<file path="config.mk">
export PLATFORM = sky130hd
export DESIGN_NAME = fft256_ctrl
export DESIGN_NICKNAME = d
export VERILOG_FILES = /design/src/rtl/core/fft256_pkg.sv /design/src/rtl/core/fft256_ctrl.sv
export SDC_FILE = /design/constraint.sdc
export NUM_CORES = 1
export LEC_CHECK = 0
export ABC_CLOCK_PERIOD_IN_PS = 3300
export BUFFER_PORTS_ARGS = -buffer_cell sky130_fd_sc_hd__buf_2
export CORE_MARGIN = 1
export CORE_UTILIZATION = 35
export DETAILED_ROUTE_END_ITERATION = 7
export MAX_ROUTING_LAYER = met4
export PLACE_DENSITY_LB_ADDON = 0.12
export SLEW_MARGIN = 20
export SYNTH_ARGS = -nofsm -noshare
export SYNTH_HDL_FRONTEND = slang
export SYNTH_SLANG_ARGS = --single-unit
export TNS_END_PERCENT = 10
</file>
<file path="constraint.sdc">
create_clock -name clk -period 3.3 [get_ports clk]
set_input_delay 0.33 -clock clk [delete_from_list [all_inputs] [get_ports clk]]
set_output_delay 0.33 -clock clk [all_outputs]
set_load 0.01 [all_outputs]
</file>
<file path="src/rtl/core/fft256_pkg.sv">
package fft256_pkg;

	localparam int SampleBits = 16;
	localparam int StoreBits  = 25;
	localparam int OutBits    = 24;
	localparam int TwBits     = 18;

	localparam logic OP_LOAD = 1'b0;
	localparam logic OP_TICK = 1'b1;

	// Controller to datapath.
	typedef struct packed {
		logic load_wr;     // write input sample at load address
		logic bfly_rd;     // read a butterfly pair
		logic wr_a;        // write back the first entry of the pair
		logic wr_b;        // write back the second entry of the pair
		logic swap;        // write the pair exchanged instead of the butterfly
		logic out_rd;      // read one bin for readout
	} fft256_cmd_t;

	typedef struct packed {
		logic out_valid;
	} fft256_sts_t;

	// Q1.16 twiddle rounded half up from the exact angle; step is one
	// twiddle step in radians. Evaluated only at elaboration.
	function automatic logic signed [TwBits-1:0] tw_cos(input int k, input real step);
		real a;
		a = step * k;
		return TwBits'($rtoi($floor(65536.0 * $cos(a) + 0.5)));
	endfunction

	function automatic logic signed [TwBits-1:0] tw_nsin(input int k, input real step);
		real a;
		a = step * k;
		return TwBits'(-$rtoi($floor(65536.0 * $sin(a) + 0.5)));
	endfunction

	function automatic logic signed [StoreBits-1:0] sat_store(input logic signed [StoreBits+1:0] v);
		logic signed [StoreBits+1:0] hi;
		logic signed [StoreBits+1:0] lo;
		hi = (StoreBits+2)'((1 <<< (StoreBits-1)) - 1);
		lo = -hi - 1;
		if (v > hi) return hi[StoreBits-1:0];
		else if (v < lo) return lo[StoreBits-1:0];
		else return v[StoreBits-1:0];
	endfunction

endpackage

</file>
<file path="src/rtl/core/fft256_ctrl.sv">
module fft256_ctrl #(
	parameter int POINTS = 256
) (
	input  logic                  clk,
	input  logic                  arst_n,
	input  logic                  in_valid,
	input  logic                  in_op,
	output logic                  in_ready,
	input  logic                  out_busy,
	output fft256_pkg::fft256_cmd_t cmd,
	output logic [$clog2(POINTS)-1:0] addr_a,
	output logic [$clog2(POINTS)-1:0] addr_b,
	output logic [$clog2(POINTS)-2:0] tw_idx,
	output logic                  last_bin
);
	import fft256_pkg::*;

	localparam int LogN = $clog2(POINTS);

	typedef enum logic [4:0] {
		ST_LOAD  = 5'b00001,
		ST_REV   = 5'b00010,
		ST_BFLY  = 5'b00100,
		ST_SHIFT = 5'b01000,
		ST_OUT   = 5'b10000
	} state_t;

	state_t state_q;
	logic [LogN-1:0] pair_q;
	logic [$clog2(LogN+1)-1:0] stage_q;
	logic [1:0]      phase_q;
	logic            accept;
	logic [LogN-1:0] rev;
	logic [LogN-1:0] half;
	logic [LogN-1:0] lowm;
	logic [LogN-1:0] aidx;

	assign accept = in_valid && in_ready;
	// During readout a tick is taken only when the previous bin has left its
	// read cycle and the output register is free or being emptied.
	assign in_ready = (state_q == ST_LOAD) || (state_q == ST_OUT && !out_busy && phase_q == 2'd0);

	always_comb begin
		for (int b = 0; b < LogN; b++) rev[b] = pair_q[LogN-1-b];
	end

	// Butterfly index: insert a zero at bit (stage-1) of the pair counter.
	always_comb begin
		half = LogN'(1) << (stage_q - 1'b1);
		lowm = half - 1'b1;
		aidx = ((pair_q & ~lowm) << 1) | (pair_q & lowm);
	end

	always_comb begin
		cmd = '0;
		addr_a = pair_q;
		addr_b = pair_q;
		tw_idx = '0;
		last_bin = (pair_q == LogN'(POINTS - 1));
		case (state_q)
			ST_LOAD: begin
				cmd.load_wr = accept && in_op == OP_LOAD;
			end
			ST_REV: begin
				addr_a = pair_q;
				addr_b = rev;
				cmd.swap = 1'b1;
				cmd.bfly_rd = phase_q == 2'd0;
				cmd.wr_a = phase_q == 2'd2 && rev > pair_q;
				cmd.wr_b = phase_q == 2'd3 && rev > pair_q;
			end
			ST_BFLY: begin
				addr_a = aidx;
				addr_b = aidx | half;
				tw_idx = (LogN-1)'((pair_q & lowm) << (LogN - stage_q));
				cmd.bfly_rd = phase_q == 2'd0;
				cmd.wr_a = phase_q == 2'd2;
				cmd.wr_b = phase_q == 2'd3;
			end
			ST_SHIFT: begin
				addr_a = pair_q;
				addr_b = pair_q | LogN'(POINTS / 2);
				cmd.swap = 1'b1;
				cmd.bfly_rd = phase_q == 2'd0;
				cmd.wr_a = phase_q == 2'd2;
				cmd.wr_b = phase_q == 2'd3;
			end
			ST_OUT: begin
				cmd.out_rd = accept && in_op == OP_TICK;
			end
			default: ;
		endcase
	end

	always_ff @(posedge clk or negedge arst_n) begin
		if (!arst_n) begin
			state_q <= ST_LOAD;
			pair_q  <= '0;
			stage_q <= '0;
			phase_q <= '0;
		end else begin
			case (state_q)
				ST_LOAD: begin
					if (accept && in_op == OP_LOAD) begin
						if (pair_q == LogN'(POINTS - 1)) begin
							state_q <= ST_REV;
							pair_q  <= '0;
							phase_q <= '0;
						end else begin
							pair_q <= pair_q + 1'b1;
						end
					end
				end
				ST_REV, ST_BFLY, ST_SHIFT: begin
					// Each pair: read, wait for the registered read, then write
					// back one entry per cycle.
					phase_q <= phase_q + 1'b1;
					if (phase_q == 2'd3) begin
						if (state_q == ST_REV && pair_q == LogN'(POINTS - 1)) begin
							state_q <= ST_BFLY;
							pair_q  <= '0;
							stage_q <= ($clog2(LogN+1))'(1);
						end else if (state_q != ST_REV && pair_q == LogN'(POINTS / 2 - 1)) begin
							pair_q <= '0;
							if (state_q == ST_SHIFT) state_q <= ST_OUT;
							else if (stage_q == ($clog2(LogN+1))'(LogN)) state_q <= ST_SHIFT;
							else stage_q <= stage_q + 1'b1;
						end else begin
							pair_q <= pair_q + 1'b1;
						end
					end
				end
				ST_OUT: begin
					phase_q <= (accept && in_op == OP_TICK) ? 2'd1 : 2'd0;
					if (accept && in_op == OP_TICK) begin
						if (pair_q == LogN'(POINTS - 1)) begin
							state_q <= ST_LOAD;
							pair_q  <= '0;
						end else begin
							pair_q <= pair_q + 1'b1;
						end
					end
				end
				default: state_q <= ST_LOAD;
			endcase
		end
	end

	assert property (@(posedge clk) disable iff (!arst_n)
		(cmd.load_wr || cmd.out_rd) |-> !(cmd.bfly_rd || cmd.wr_a || cmd.wr_b))
		else $error("stream access during transform");
	assert property (@(posedge clk) disable iff (!arst_n)
		cmd.wr_a |-> $past(cmd.bfly_rd, 2))
		else $error("first write-back without matching read");
	assert property (@(posedge clk) disable iff (!arst_n)
		cmd.wr_b |-> $past(cmd.bfly_rd, 3))
		else $error("second write-back without matching read");
	assert property (@(posedge clk) disable iff (!arst_n)
		(state_q == ST_BFLY) |-> (addr_a != addr_b))
		else $error("butterfly addresses collide");
	assert property (@(posedge clk) disable iff (!arst_n)
		$onehot(state_q))
		else $error("state not one-hot");

endmodule

</file>
==> reports/results.txt, run 1 <==
crit path kind: flop to primary output
most frequent cells in the layout: 35 x buf_2, 34 x nand2_1, 23 x buf_4
placement row count: 30
quantity of hold-fixing buffers added after cts: 0
crit-path cells: buf_4, o21a_4, o31ai_4, nand2_1, ha_2, o41ai_4, nor4_2, mux2_4, or4_4, a221oi_4, buf_2
grt total ovfl: 0
max cap viols: 0
min cycle time layout: 3.33 ns
Worst path depth: 11
final setup margin: -0.0317 ns
Die H: 87.1 um
vias in the first global route: 2,408
Post-synth EDFFs: 0
synthesis-to-finish area growth: 21.3%
syn_nets: 350
Post-DP HPWL: 5970 um
H-tree depth: 1
CP Max Fanout: 8
mux contribution to synthesized area: 3.50%
CORE AREA: 6910 sq um
reg-to-reg startpoint: pair_q[0]
CP bufs+invs: 2
Adder-Cell Fraction of Synth Area: 7.89%
Placed Cells: 455
Total Nets Final: 389
Starting Density: 36.7%
sequential fraction of the synthesis area: 18.8%
clock tree buffer depth: 2
DR DRC count: 0
RSZ-0062 raised after global routing: yes
Finished Layout Cells: 463
Clock Skews: 0.00617 ns
CP startpoint kind: flop
failing checks: negative setup slack
slowest cell on the critical path: or4_4
top layer used by detailed routing: met4
GP Congestion: 0.917
Worst-Skew Late Latency: 0.26 ns
Hold Path Class: primary input to asynchronous set/reset pin
CP required: 2.97 ns
post-synthesis async set-or-reset flop share: 100%
# fillers: 755
drt via density: 5.73
f_max: 0.300 GHz
wl on met1: 3770 um
Routed Antenna Nets: 0
clk sink count: 19
vias after detailed routing: 2,651
port bufs: 35
width of the chip: 87.1 um
First-pass DRT Iterations: 4
ratio of cells with drive above 1 in the final layout: 28.1%
antenna cell count: 0
main flop type after synthesis: dfrtp_1
Slew Limit Headroom: 57.7%
initial antenna violation count: 0
Die ar.: 7590 sq um
PwrDens: 272 nW/um^2
Syn Inst Count: 329
clock root buffer: clkbuf_8
Yosys reg bits: 19
CP top delay family: compound AO/OA/AOI/OAI gates
CP peak stage delay: 0.49 ns
Synth Area in XOR/XNOR: 4.49%
Slew Viols, Final: 0
worst vdd ir: 0.135 mV
total CTS buffers: 3
total power: 838 uW
Critical Path AT: 3.00 ns
gr usage total: 21.6%
pin count of the biggest net entering global routing: 20
Clock transition at path regs: 0.07 ns
Simple-Gate Fraction of Synth Area: 25.6%
Routed WL: 7690 um
Compound-Gate Fraction of Synth Area: 32.4%
Critical path origin: stage_q[1]
Pleak: 1.37 nW
Avg Inst Size Synth: 7.71 sq um
CP Capture Type: primary output
Synth warnings: 0
I/O Pins: 36
synthesized area: 2540 sq um
CTS tree: yes
status: finished, violations left
main combinational cell family by area after synthesis: compound AO/OA/AOI/OAI gates
Slew @ Worst Pin: 0.634 ns
Fin. Hold Viols: 0
period utilization: 101%
hold slack: 0.0181 ns
first-pass GRT wire length: 12,500 um
Synth cell types: 76
routed wl met2: 3610 um
First DRT Iteration DRCs: 157
R2R depth: 6
commonest non-fill, non-tap cell in the layout: buf_2
endpoints failing setup: 1
metal3 WL: 258 um
drt wl/cell: 16.6 um
synthesized netlist by cell type (3+ instances only):
| cell type | count | area share [%] |
|---|---|---|
| a21oi_1 | 10 | 2.0 |
| dfrtp_1 | 18 | 18 |
| nor2b_1 | 6 | 1.5 |
| nand4_1 | 3 | 0.74 |
| ha_1 | 16 | 7.9 |
| a31o_2 | 4 | 1.4 |
| mux2_2 | 3 | 1.3 |
| a211o_1 | 3 | 1.0 |
| xnor2_1 | 9 | 3.1 |
| a211oi_1 | 7 | 2.1 |
| and3_1 | 6 | 1.5 |
| o21a_1 | 4 | 1.2 |
| and2_1 | 10 | 2.5 |
| buf_2 | 9 | 1.8 |
| a21boi_0 | 3 | 0.89 |
| o21ai_0 | 19 | 3.7 |
| a22oi_1 | 5 | 1.5 |
| nor2_1 | 21 | 3.1 |
| nor3_1 | 9 | 1.8 |
| clkbuf_1 | 12 | 1.8 |
| a21o_1 | 5 | 1.5 |
| mux2i_1 | 4 | 1.6 |
| nand2_1 | 34 | 5.0 |
| a31oi_1 | 6 | 1.5 |
| nand2b_1 | 5 | 1.2 |
| xor2_1 | 4 | 1.4 |
| inv_1 | 18 | 2.7 |
| nor3_2 | 3 | 1.2 |
| nand3_1 | 10 | 2.0 |
| nor4_1 | 4 | 0.99 |
stage by stage:
| stage | setup TNS (ns) | instance area, sq um | utilization [%] | setup WS (ns) |
|---|---|---|---|---|
| 2_1_floorplan | 0 | 2560 | - | 0.0477 |
| 3_3_place_gp | 0 | 2880 | 41.7 | 0.125 |
| 3_5_place_dp | 0 | 2880 | 41.7 | 0.0896 |
| 4_1_cts | -0.0478 | 2990 | 43.3 | -0.0478 |
| 5_1_grt | -0.166 | 3080 | 44.6 | -0.161 |
| 6_report | -0.0317 | 3080 | 44.6 | -0.0317 |
repair_timing:
action | CTS | global route
pin swaps | 6 | 3
setup endpoints to repair | 2 | 3
resized for setup | 7 | 11
gates cloned | 0 | 0
buffers inserted | 3 | 1
routing by layer:
metal	GRT usage, %	vias to the layer above
li1	-	1296
met1	30.0	1299
met2	34.6	52
met3	1.90	4
met4	3.73	0
met5	-	-
power by group:
group / switching, mW / internal, mW / leakage (nW)
logic: 0.205 / 0.167 / 1.10
registers: 0.0469 / 0.255 / 0.242
clock network: 0.0801 / 0.0839 / 0.0255
sequential cells by signal, indices dropped and copies added, names as in the netlist:
signal   flops
state_q      5
pair_q       8
stage_q      4
phase_q      2
logic make-up after synthesis:
group / Yosys count
mux: 8
flops: 19
xor+xnor: 13
compound gates: 106
buf+inv: 43
fa+ha+maj: 16
simple gates: 124
path summary, 6_finish.rpt:
kind | endpoint | slack [ns]
max in group asynchronous | state_q[0] | 2.94
hold reg to reg | pair_q[6] | 0.61
setup / recovery | tw_idx[6] | -0.03
hold / removal | stage_q[2] | 0.02
min in group clk | state_q[0] | 0.44
setup reg to reg | state_q[2] | 0.61
cell type report:
type                       count  area, sq um  share of cell area [%]
clock buffer                   3         41.3                    1.34
clock inverter                 1         5.00                   0.163
inverter                      19         71.3                    2.32
multi-input combinational    267         2010                    65.4
sequential                    19          478                    15.5
tap                           96          120                    3.90
timing repair buffer          58          348                    11.3
Power figures use the tool's default switching activity.
==> run 2, diff against run 1 <==
--- a/config.mk
+++ b/config.mk
@@ -12,6 +12,7 @@
 export DETAILED_ROUTE_END_ITERATION = 7
 export MAX_ROUTING_LAYER = met4
 export PLACE_DENSITY_LB_ADDON = 0.12
+export RECOVER_POWER = 100
 export SLEW_MARGIN = 20
 export SYNTH_ARGS = -nofsm -noshare
 export SYNTH_HDL_FRONTEND = slang
==> run 2 against run 1 <==
Against the previous run:
- the flow still finishes with violations (negative setup slack)
- via count grew 0.26%
- total power is 0.40% lower
- count of clock-buffer cells in the layout is the same
- sequential share of layout area up 0.22 points
- clock skew about the same
- register-to-register slack got worse by 0.27 ns
- wire length barely moved
- core utilization fell by 0.62 points
- sequential cell count stayed put
- clock power about the same
- largest power group unchanged
- highest routed layer unchanged
==> reports/results.txt, run 2 (same netlist as run 1, synthesis figures left out) <==
period utilization: 101%
Finished Layout Cells: 463
width of the chip: 87.1 um
PwrDens: 275 nW/um^2
total power: 835 uW
total CTS buffers: 3
Largest register FFs: 8
cell area after layout: 3040 sq um
hold slack: 0.261 ns
GP Congestion: 0.917
Routed WL: 7680 um
Starting Density: 36.7%
Clock transition at path regs: 0.07 ns
Logic pwr share: 44.1%
DR DRC count: 0
Setup TNS: -0.0322 ns
clock tree buffer depth: 2
Worst-Skew Late Latency: 0.26 ns
Pleak: 1.33 nW
First-pass DRT Iterations: 4
CP required: 2.97 ns
f_max: 0.300 GHz
CP Capture Type: primary output
Clock Skews: 0.00618 ns
setup slack, reg-to-reg: 0.34 ns
Routed Antenna Nets: 0
Total Nets Final: 389
initial antenna violation count: 0
synthesis-to-finish area growth: 19.6%
vias in the first global route: 2,408
Placed Cells: 455
Reg with most FFs: pair_q
pin count of the biggest net entering global routing: 20
grt total ovfl: 0
CTS tree: yes
max cap viols: 0
drt via density: 5.74
first-pass GRT wire length: 12,500 um
Final Core Density: 43.9%
crit path kind: flop to primary output
met1 Use GR: 30.0%
Slew Viols, Final: 0
gr usage total: 21.6%
CP Max Fanout: 8
CORE AREA: 6910 sq um
port bufs: 35
met3 GRT Util: 1.90%
worst vdd ir: 0.135 mV
pre-CTS WS: 0.0896 ns
status: finished, violations left
min cycle time layout: 3.33 ns
Slew @ Worst Pin: 1.11 ns
commonest non-fill, non-tap cell in the layout: nand2_1
Sw Pwr: 332 uW
H-tree depth: 1
Internal Dissipation: 503 uW
Slew Limit Headroom: 26.1%
Die ar.: 7590 sq um
CP startpoint kind: flop
Hold Path Class: primary input to asynchronous set/reset pin
Critical Path AT: 3.00 ns
Critical path origin: stage_q[1]
grt peak-use layer: met2
GR Layer Usage met2: 34.6%
RSZ-0062 raised after global routing: yes
First DRT Iteration DRCs: 126
ratio of cells with drive above 1 in the final layout: 24.5%
share of total power in the clock network: 19.7%
placed standard-cell area: 2880 sq um
drt wl/cell: 16.6 um
clk sink count: 19
final setup margin: -0.0322 ns
biggest regs: pair_q x8, state_q x5, stage_q x4
failing checks: negative setup slack
endpoints failing setup: 1
clock root buffer: clkbuf_8
Seq pwr share: 36.2%
placement row count: 30
reg-to-reg startpoint: pair_q[0]
vias after detailed routing: 2,658
Fin. Hold Viols: 0
I/O Pins: 36
Post-DP HPWL: 5970 um
Die H: 87.1 um
most frequent cells in the layout: 34 x nand2_1, 29 x buf_2, 21 x nor2_1
antenna cell count: 0
switching share of total power: 39.7%
==> run 2: cell types whose count changed in the layout (fill, tap and decap cells not counted), moves of 3 or more <==
cell,before,now
and2_0,0,4
and2_1,10,6
buf_2,35,29
buf_4,23,20
clkbuf_1,0,9
==> run 2: what timing repair did <==
action	CTS	global route
gates cloned	0	0
hold buffers	0	0
pin swaps	6	3
buffers inserted	3	1
resized for setup	7	11
setup endpoints to repair	2	3
==> run 2: critical path, stage by stage (launching register included) <==
cell and delay (ns):
dfrtp_1 0.38, buf_4 0.18, o21a_4 0.25, o31ai_4 0.28, nand2_1 0.11, ha_2 0.21
o41ai_4 0.06, nor4_2 0.08, mux2_4 0.32, or4_4 0.49, a221oi_4 0.22, buf_2 0.17
==> run 2: cell type report <==
type | count | area, sq um
timing repair buffer | 58 | 329
fill | 761 | 3870
multi-input combinational | 267 | 1990
inverter | 19 | 71.3
sequential | 19 | 478
clock inverter | 1 | 5.00
clock buffer | 3 | 41.3
tap | 96 | 120
==> run 2: final timing paths <==
kind	endpoint	depth (start not counted)
max in group asynchronous	stage_q[0]	1
max	tw_idx[6]	11
min in group clk	state_q[0]	3
max reg2reg	state_q[2]	6
min reg2reg	pair_q[6]	1
min	stage_q[2]	1
==> run 2: power by group through the flow <==
stage	combinational (mW)	sequential [mW]	clock [mW]
2_1_floorplan	0.244	0.282	0
3_3_place_gp	0.353	0.308	0
3_5_place_dp	0.354	0.305	0
4_1_cts	0.359	0.300	0.176
5_1_grt	0.411	0.307	0.190
6_report	0.368	0.302	0.165
==> run 2: per-layer routing <==
| metal | share of wire, % | vias up |
|---|---|---|
| met5 | 0 | - |
| met4 | 0.69 | 0 |
| met3 | 3.7 | 4 |
| met2 | 47 | 59 |
| met1 | 49 | 1300 |
| li1 | - | 1295 |
